==> config.mk <==
export PLATFORM = sky130hd
export DESIGN_NAME = mwk_neighbor
export DESIGN_NICKNAME = d
export VERILOG_FILES = /design/src/design/mwk_pkg.sv /design/src/design/mwk_neighbor.sv
export SDC_FILE = /design/constraint.sdc
export NUM_CORES = 1
export LEC_CHECK = 0
export ABC_AREA = 1
export BUFFER_PORTS_ARGS = -buffer_cell sky130_fd_sc_hd__buf_2
export CELL_PAD_IN_SITES_DETAIL_PLACEMENT = 2
export CELL_PAD_IN_SITES_GLOBAL_PLACEMENT = 2
export CORE_MARGIN = 8
export CORE_UTILIZATION = 30
export DETAILED_ROUTE_END_ITERATION = 8
export MAX_ROUTING_LAYER = met4
export PLACE_DENSITY = 0.82
export SETUP_SLACK_MARGIN = 0.2
export SLEW_MARGIN = 20
export SYNTH_ARGS = -nofsm -noshare
export SYNTH_HDL_FRONTEND = slang
export SYNTH_SLANG_ARGS = --single-unit
==> constraint.sdc <==
create_clock -name vclk -period 5.8
set_input_delay 0.58 -clock vclk [all_inputs]
set_output_delay 0.58 -clock vclk [all_outputs]
set_load 0.02 [all_outputs]
==> src/design/mwk_pkg.sv <==
// ----------------------------------------------------------------------------
// mwk_pkg
// shared codes, widths and types of the maze wall knockdown store
// ----------------------------------------------------------------------------
package mwk_pkg;

  localparam int ROW_W    = 5;
  localparam int COL_W    = 5;
  localparam int WALL_W   = 3;
  localparam int STATUS_W = 2;
  localparam int WALLS_W  = 4;
  localparam int LABEL_W  = 10;
  localparam int SIZE_W   = 6;

  localparam logic [WALLS_W-1:0] WALLS_RAISED = 4'hF;
  localparam logic [WALLS_W-1:0] BIT_TOP      = 4'b0001;
  localparam logic [WALLS_W-1:0] BIT_RIGHT    = 4'b0010;
  localparam logic [WALLS_W-1:0] BIT_BOTTOM   = 4'b0100;
  localparam logic [WALLS_W-1:0] BIT_LEFT     = 4'b1000;

  typedef enum logic [WALL_W-1:0] {
    WALL_TOP    = 3'd0,
    WALL_RIGHT  = 3'd1,
    WALL_BOTTOM = 3'd2,
    WALL_LEFT   = 3'd3,
    WALL_NONE   = 3'd4
  } wall_t;

  typedef enum logic [STATUS_W-1:0] {
    ST_KNOCKED      = 2'd0,
    ST_REFUSED      = 2'd1,
    ST_OUT_OF_RANGE = 2'd2
  } status_t;

  typedef enum logic {
    CFG_ROWS    = 1'b0,
    CFG_COLUMNS = 1'b1
  } cfg_index_t;

  typedef enum logic [2:0] {
    S_CLEAR,
    S_IDLE,
    S_READ_HERE,
    S_READ_THERE,
    S_DECIDE,
    S_SWEEP,
    S_RESULT
  } state_t;

  // neighbour decode of one addressed cell
  typedef struct packed {
    logic               in_range;
    logic               has_nb;
    logic [WALLS_W-1:0] own_bit;
    logic [WALLS_W-1:0] far_bit;
  } mwk_nb_t;

endpackage

==> src/design/mwk_neighbor.sv <==
// ----------------------------------------------------------------------------
// mwk_neighbor
// cell index, range check and neighbour across the named wall
// ----------------------------------------------------------------------------
module mwk_neighbor import mwk_pkg::*; #(
  parameter int IDX_W = 10
) (
  input  logic [ROW_W-1:0]  row,
  input  logic [COL_W-1:0]  column,
  input  logic [WALL_W-1:0] wall,
  input  logic [SIZE_W-1:0] rows,
  input  logic [SIZE_W-1:0] columns,
  output mwk_nb_t           nb,
  output logic [IDX_W-1:0]  here,
  output logic [IDX_W-1:0]  there
);

  localparam int FULL_W = SIZE_W + ROW_W + 1;

  logic [FULL_W-1:0] here_full;
  logic [FULL_W-1:0] there_full;
  logic [SIZE_W-1:0] row_x;
  logic [SIZE_W-1:0] col_x;

  assign row_x     = {1'b0, row};
  assign col_x     = {1'b0, column};
  assign here_full = FULL_W'(row) * FULL_W'(columns) + FULL_W'(column);
  assign here      = IDX_W'(here_full);
  assign there     = IDX_W'(there_full);

  always_comb begin
    nb.in_range = (row_x < rows) && (col_x < columns);
    nb.has_nb   = 1'b0;
    nb.own_bit  = '0;
    nb.far_bit  = '0;
    there_full  = here_full;
    case (wall)
      WALL_TOP: begin
        nb.has_nb  = (row_x != '0);
        there_full = here_full - FULL_W'(columns);
        nb.own_bit = BIT_TOP;
        nb.far_bit = BIT_BOTTOM;
      end
      WALL_RIGHT: begin
        nb.has_nb  = ((col_x + SIZE_W'(1)) < columns);
        there_full = here_full + FULL_W'(1);
        nb.own_bit = BIT_RIGHT;
        nb.far_bit = BIT_LEFT;
      end
      WALL_BOTTOM: begin
        nb.has_nb  = ((row_x + SIZE_W'(1)) < rows);
        there_full = here_full + FULL_W'(columns);
        nb.own_bit = BIT_BOTTOM;
        nb.far_bit = BIT_TOP;
      end
      WALL_LEFT: begin
        nb.has_nb  = (col_x != '0);
        there_full = here_full - FULL_W'(1);
        nb.own_bit = BIT_LEFT;
        nb.far_bit = BIT_RIGHT;
      end
      default: begin
        // query only
        nb.has_nb = 1'b0;
      end
    endcase
  end

endmodule

Word-level counts from Yosys, hierarchy flattened
Cells that the tools add are included.

Add/sub/neg operators: 7. Reduce and logical (&&, ||, !) cells: 4. Multipliers: 1. Mux-type cells: 3. Equal/unequal tests: 3. Order comparisons: 4.

Operators by type and width (number): one-hot mux 10 bit (4 select lines) (1); one-hot mux 8 bit (4 select lines) (1); adder 5 x 1 -> 6 bit (second input constant) (2); less-than comparator 5 x 6 -> 1 bit (2); less-than comparator 6 bit (2); nonzero test 6 bit (2); adder 10 x 1 -> 10 bit (second input constant) (1); adder 10 x 5 -> 10 bit (1); adder 10 x 6 -> 10 bit (1); multiplier 5 x 6 -> 10 bit (1); subtractor 10 x 1 -> 10 bit (second input constant) (1); subtractor 10 x 6 -> 10 bit (1); == test 3 x 2 -> 1 bit (second input constant) (2); one-hot mux 1 bit (4 select lines) (1); == test 3 x 1 -> 1 bit (second input constant) (1); zero test 3 bit (1); logical AND 1 bit (1).

Logic and storage cells: 22. Bits in registers: 0. Input bits: 25.

Logic depth before layout (Yosys ltp)
Gate-level depths: netlist (run 1).

Word-level depth: 4. Gate-level depth with buffers: 26. Depth with buffers taken out: 25.

Worst setup path after synthesis (run 1)
Ideal clock, no wire load.

Kind: input to output. From: input port row[2]. To: output port there[7]. Stages on the path: 19. Slack: 445 ps. Data required time: 5220 ps. Arrival time: 4775 ps. Path buffers: 1. Path through: clkbuf_1 > nand2_1 > fa_1 > fa_1 > fa_1 > inv_1 > ha_1 > nand2_1 > nand2_1 > a21o_1 > xor2_1 > ha_1 > nand2_1 > inv_1 > nand4_1 > nand3_1 > nand3_2 > nand2_1 > o21ai_0.

Word-level cells in the longest chain between the ends: 4.

RTL lines: start: declaration (RTL line mwk_neighbor.sv:8) `input logic [ROW_W-1:0] row,`; multiplier 5 x 6 -> 10 bit (*) (RTL line mwk_neighbor.sv:27) `assign here_full = FULL_W'(row) * FULL_W'(columns) + FULL_W'(column);`; adder 10 x 5 -> 10 bit (*) (RTL line mwk_neighbor.sv:27); via here[6] (RTL line mwk_neighbor.sv:14) `output logic [IDX_W-1:0] here,`; subtractor 10 x 1 -> 10 bit (tied with other cells) (RTL line mwk_neighbor.sv:58) `there_full = here_full - FULL_W'(1);`; one-hot mux 10 bit (4 select lines) (*) (RTL line mwk_neighbor.sv:37) `case (wall)`; end: declaration (RTL line mwk_neighbor.sv:15) `output logic [IDX_W-1:0] there`.

Mark *: on every way through the listed nets, which the timed path passes. The rest lies on a longest branch.

Worst setup path in the final report (run 1)
From: input port columns[2]. To: output port there[9].

Word-level cells in the longest chain between the ends: 4.

RTL lines: start: declaration (RTL line mwk_neighbor.sv:12) `input logic [SIZE_W-1:0] columns,`; multiplier 5 x 6 -> 10 bit (RTL line mwk_neighbor.sv:27); adder 10 x 5 -> 10 bit (RTL line mwk_neighbor.sv:27); subtractor 10 x 1 -> 10 bit (tied with other cells) (RTL line mwk_neighbor.sv:58); one-hot mux 10 bit (4 select lines) (*) (RTL line mwk_neighbor.sv:37).

Every way passes the cells marked *; elsewhere a longest branch is shown, timed or not.

==> results of run 1 <==
## per-layer routing
metal / up-vias / GRT usage [%] / wire length [µm]
met5: - / - / 0
met1: 1301 / 17.3 / 3660
met4: 0 / 1.11 / 81
met2: 40 / 28.9 / 4340
li1: 1327 / - / -
met3: 6 / 1.02 / 215
## stage by stage
stage	setup slack [ns]	cell area (µm²)
5_1_grt	0.191	2830
6_report	0.539	2830
4_1_cts	0.381	2800
2_1_floorplan	0.445	2480
3_3_place_gp	0.557	2800
3_5_place_dp	0.407	2800
## cell usage in the layout (no fill, tap or decap), drive strengths merged
cell,synthesis,routed
nand2,120,120
inv,79,79
buf,10,52
ha,50,50
nand3,26,26
a21oi,22,22
o21ai,18,18
fa,17,17
nor2,14,14
xor2,10,10
nor3,6,6
nand4,5,5
clkbuf,5,3
o22ai,2,2
o21a,2,2
o311ai,2,2
a21o,1,1
xnor2,1,1
nand2b,1,1
o211ai,1,1
or2,1,1
o31ai,1,1
o21bai,1,1
## layout make-up
cell class / count / area share (%)
Multi-Input combinational cell: 301 / 74.8
Inverter: 79 / 10.6
Timing Repair Buffer: 55 / 10.0
Tap cell: 105 / 4.65
## kinds of logic (layout without fill, tap and decap cells)
group / count (synthesis) / in the layout / share of synthesized area [%]
AO/OA/AOI/OAI: 50 / 50 / 11.1
AND/OR/NAND/NOR: 173 / 173 / 30.6
XOR/XNOR: 11 / 11 / 3.88
adder cells (fa/ha/maj): 67 / 67 / 38.9
buffers and inverters: 94 / 134 / 15.5
## synthesized netlist by cell type
library cell / n
buf_4: 4
xnor2_1: 1
xor2_1: 10
o311ai_0: 2
o22ai_1: 2
o21a_1: 2
nand4_1: 5
inv_1: 77
nor3_4: 1
o21ai_0: 17
fa_1: 17
a21o_1: 1
nand2_1: 119
a21oi_1: 22
o31ai_1: 1
nand3_2: 2
inv_2: 1
nand3_1: 22
nor2_1: 14
clkbuf_1: 5
o21bai_1: 1
inv_4: 1
buf_2: 5
nor3_1: 5
nand3_4: 2
nand2_4: 1
o211ai_1: 1
nand2b_1: 1
ha_1: 50
o21ai_1: 1
buf_6: 1
or2_2: 1
## power by group
group          total [W]  leakage, nW  switching, W  internal (W)
clock                  0            0             0             0
sequential             0            0             0             0
combinational   0.000834         1.76      0.000542      0.000292
## path summary, 6_finish.rpt
| check | to | from | slack [ns] | cells after the start |
|---|---|---|---|---|
| setup / recovery | there[9] | columns[2] | 0.54 | 25 |
| hold / removal | nb[2] | wall[1] | 1.52 | 3 |
## worst max-delay path, cell delays in order
cell,delay [ns]
clkbuf_4,0.18
nand2_1,0.10
inv_1,0.07
fa_1,0.48
fa_1,0.54
inv_1,0.05
fa_1,0.52
inv_1,0.04
ha_1,0.36
a21o_1,0.23
xor2_1,0.17
ha_1,0.35
nand2_1,0.07
inv_1,0.07
nand4_1,0.10
nand3_1,0.12
nand3_2,0.09
nand2_1,0.07
nand2_1,0.06
nand2_1,0.06
nand2_1,0.04
nand2_1,0.06
nand2_1,0.05
nand2_1,0.05
buf_2,0.15
## timing repair
item                                    in CTS  in global routing
endpoints found under the setup margin       0                  1
hold buffers                                 0                  0
buffers inserted                             0                  0
resized for setup                            0                  6
==> out/results.ini, run 1 <==
[sta]
holdWs_ns = 1.52
finalCritPeriodShare_pct = 90.7
max_freq_ghz = 0.190
rsz0062_at_grt = no
period_minus_slack_ns = 5.26
tightest_slew_ns = 0.500
tns_ns = 0
setup_viol_count_final = 0
slew_violations = 0
hold_viol_final = 0
slew_headroom_pct = 66.5

[detailed_routing]
via_count = 2674
drc = 0
dr.pass1.iters = 4
post_drt_via_cell_ratio = 4.95
wl_per_cell_um = 15.4
routed_wl_mm = 8.29
first_iter_violations = 35
postRouteAntennaNets = 0

[worst_setup_path]
arrival_ns = 4.68
crit_type = in -> out
endpoint_kind = output pin
critPathMaxFanout = 9
cp.required_ns = 5.22
worstSetupStartpointType = primary input

[grt]
grt_pass1_vias = 3066
antenna_found_initial = 0
track_usage_pct = 15.1
grt_max_degree = 18
grt_pass1_wl_mm = 14.2
overflow = 0

[floorplanning]
start_util_pct = 30.5
die_y_um = 107
rows = 33
fp.coreArea_mm2 = 0.00813
ios = 55
fp.dieW_um = 107
die_area_mm2 = 0.0114

[yosys]
netlist_top_cells_area = ha_1, nand2_1, fa_1
yosys.area.top_type = ha_1
syn_inst = 395
ys_warn_count = 0
synthesis.area_mm2 = 0.00248
syn_nets = 487
ys_seq_area_share_pct = 0
synth_cell_type_count = 32
synth_top_area_share_pct = 25.2
synth.avg_cell_area_um2 = 6.28

[cells_and_area]
seq_cell_count = 0
fin_util_pct = 34.7
final.clkbuf_count = 0
num-nets-final = 529
register_area_um2 = 0
fill_cells = 1062
num_antenna_cells = 0
area_growth_pct = 13.9
finalNonFillerCells = 540
layout-drive-gt1-share_pct = 15.4
multi_input_area_mm2 = 0.00211

[power_and_ir_drop]
peakVddDrop_mv = 0.282
p_per_area_mw_per_mm2 = 295
power.total_w = 0.000834
power_leakage_nw = 1.76

[min_path]
min_path_type = in -> out

[placement]
portBuffers = 55
finalWeightedCongestion = 0.787
dp_hpwl_mm = 7.40
place_inst = 540

[flow_run]
maxCapViolations = 0

[run_status]
outcome = finished, final reports clean

No activity file was read; power rests on OpenSTA's default activity.
==> run 2: changes to the inputs <==
--- a/config.mk
+++ b/config.mk
@@ -6,7 +6,8 @@
 export NUM_CORES = 1
 export LEC_CHECK = 0
 export ABC_AREA = 1
-export BUFFER_PORTS_ARGS = -buffer_cell sky130_fd_sc_hd__buf_2
+export BUFFER_PORTS_ARGS = -buffer_cell sky130_fd_sc_hd__buf_4
+export CAP_MARGIN = 30
 export CELL_PAD_IN_SITES_DETAIL_PLACEMENT = 2
 export CELL_PAD_IN_SITES_GLOBAL_PLACEMENT = 2
 export CORE_MARGIN = 8
@@ -14,6 +15,7 @@
 export DETAILED_ROUTE_END_ITERATION = 8
 export MAX_ROUTING_LAYER = met4
 export PLACE_DENSITY = 0.82
+export REMOVE_ABC_BUFFERS = 1
 export SETUP_SLACK_MARGIN = 0.2
 export SLEW_MARGIN = 20
 export SYNTH_ARGS = -nofsm -noshare
==> out/results.ini, run 2 (same netlist as run 1, synthesis figures left out) <==
[run_status]
outcome = finished, final reports clean

[detailed_routing]
dr.pass1.iters = 4
via_count = 2645
wl_per_cell_um = 15.5
first_iter_violations = 46
routed_wl_mm = 8.35
drc = 0
postRouteAntennaNets = 0
post_drt_via_cell_ratio = 4.90

[grt]
overflow = 0
grt_max_degree = 18
antenna_found_initial = 0
track_usage_pct = 15.3
grt_pass1_wl_mm = 14.3
grt_pass1_vias = 3025

[power_and_ir_drop]
peakVddDrop_mv = 0.100
swShare_pct = 61.6
p_comb_share_pct = 100.0
p_per_area_mw_per_mm2 = 306
power_leakage_nw = 1.79
clkPwrFrac_pct = 0
power.total_w = 0.000903
p_sw_w = 0.000556
p_seq_share_pct = 0
p_int_w = 0.000346

[worst_setup_path]
crit_type = in -> out
critPathMaxFanout = 9
worstSetupStartpointType = primary input
arrival_ns = 4.68
cp.required_ns = 5.22
endpoint_kind = output pin

[sta]
finalCritPeriodShare_pct = 90.8
slew_violations = 0
hold_viol_final = 0
slew_headroom_pct = 63.5
tns_ns = 0
rsz0062_at_grt = no
fin_ws_ns = 0.536
setup_viol_count_final = 0
max_freq_ghz = 0.190
tightest_slew_ns = 0.542
period_minus_slack_ns = 5.26

[floorplanning]
rows = 33
start_util_pct = 30.5
die_area_mm2 = 0.0114
fp.dieW_um = 107
fp.coreArea_mm2 = 0.00813
die_y_um = 107
ios = 55

[flow_run]
maxCapViolations = 0

[cells_and_area]
area_growth_pct = 18.8
layout-drive-gt1-share_pct = 14.9
multi_input_area_mm2 = 0.00211
final_cell_mix = nand2_1, inv_1, buf_4
seq_cell_count = 0
register_area_um2 = 0
fill_cells = 1022
num-nets-final = 529
final.clkbuf_count = 0
num_antenna_cells = 0
mostFrequentLayoutCell = nand2_1

[min_path]
min_path_type = in -> out

[placement]
portBuffers = 55
post-place-ws_ns = 0.375
finalWeightedCongestion = 0.840
dp_hpwl_mm = 7.60

[cts]
postCtsSetupBuffers = 0
ctsHoldBuffers = 0

## run 2: cell count changes in the layout (fill, tap and decap cells not counted), sizes merged
| cell | before | now |
|---|---|---|
| clkbuf | 3 | 0 |
| buf | 52 | 55 |
## run 2: power by group through the flow
stage / logic, W / clock network [W] / registers [W]
after global placement: 0.000867 / 0 / 0
after CTS: 0.000916 / 0 / 0
after detailed placement: 0.000913 / 0 / 0
after global routing: 0.00102 / 0 / 0
final: 0.000903 / 0 / 0
after floorplan: 0.000589 / 0 / 0
## run 2: metal layers
layer / up-vias / share of wire, % / global-route usage, % / wire length, µm
li1: 1326 / - / - / -
met5: - / 0 / - / 0
met3: 2 / 1.6 / 0.360 / 135
met2: 28 / 52 / 29.4 / 4340
met1: 1289 / 46 / 18.0 / 3840
met4: 0 / 0.41 / 0.704 / 34
## run 2: timing repair
action / CTS / global route
endpoints found under the hold margin: 0 / 0
setup endpoints to repair: 0 / 1
gates resized for setup: 0 / 1
## run 2: layout make-up
type	count	area share [%]
repair buffers	55	14.0
inverters	79	10.1
well taps	105	4.45
multi-input cells	301	71.4
## run 2: stage by stage
step | area (µm²) | util, % | hold slack (ns) | instances
after floorplan | 2400 | - | 1.23 | 380
after global placement | 2940 | 36.2 | 1.51 | 540
after detailed placement | 2940 | 36.2 | 1.52 | 540
after CTS | 2940 | 36.2 | 1.52 | 540
after global routing | 2950 | 36.3 | 1.52 | 540
final | 2950 | 36.3 | 1.50 | 540
## run 2: path summary, 6_finish.rpt
check  cells after the start    start  slack (ns)        to
min                        3  wall[1]        1.50     nb[2]
max                       25   row[4]        0.54  there[9]
## run 2: critical path: stages
cell,delay [ns]
buf_4,0.15
nand2_1,0.09
fa_1,0.51
fa_1,0.53
fa_1,0.55
inv_1,0.04
ha_1,0.36
nand2_1,0.09
nand2_1,0.05
a21o_1,0.19
xor2_2,0.18
ha_1,0.36
nand2_1,0.07
inv_1,0.08
nand4_1,0.10
nand3_1,0.11
nand3_2,0.09
nand2_1,0.06
nand2_1,0.06
nand2_1,0.06
nand2_1,0.05
nand2_1,0.06
nand2_1,0.06
nand2_1,0.06
buf_4,0.13
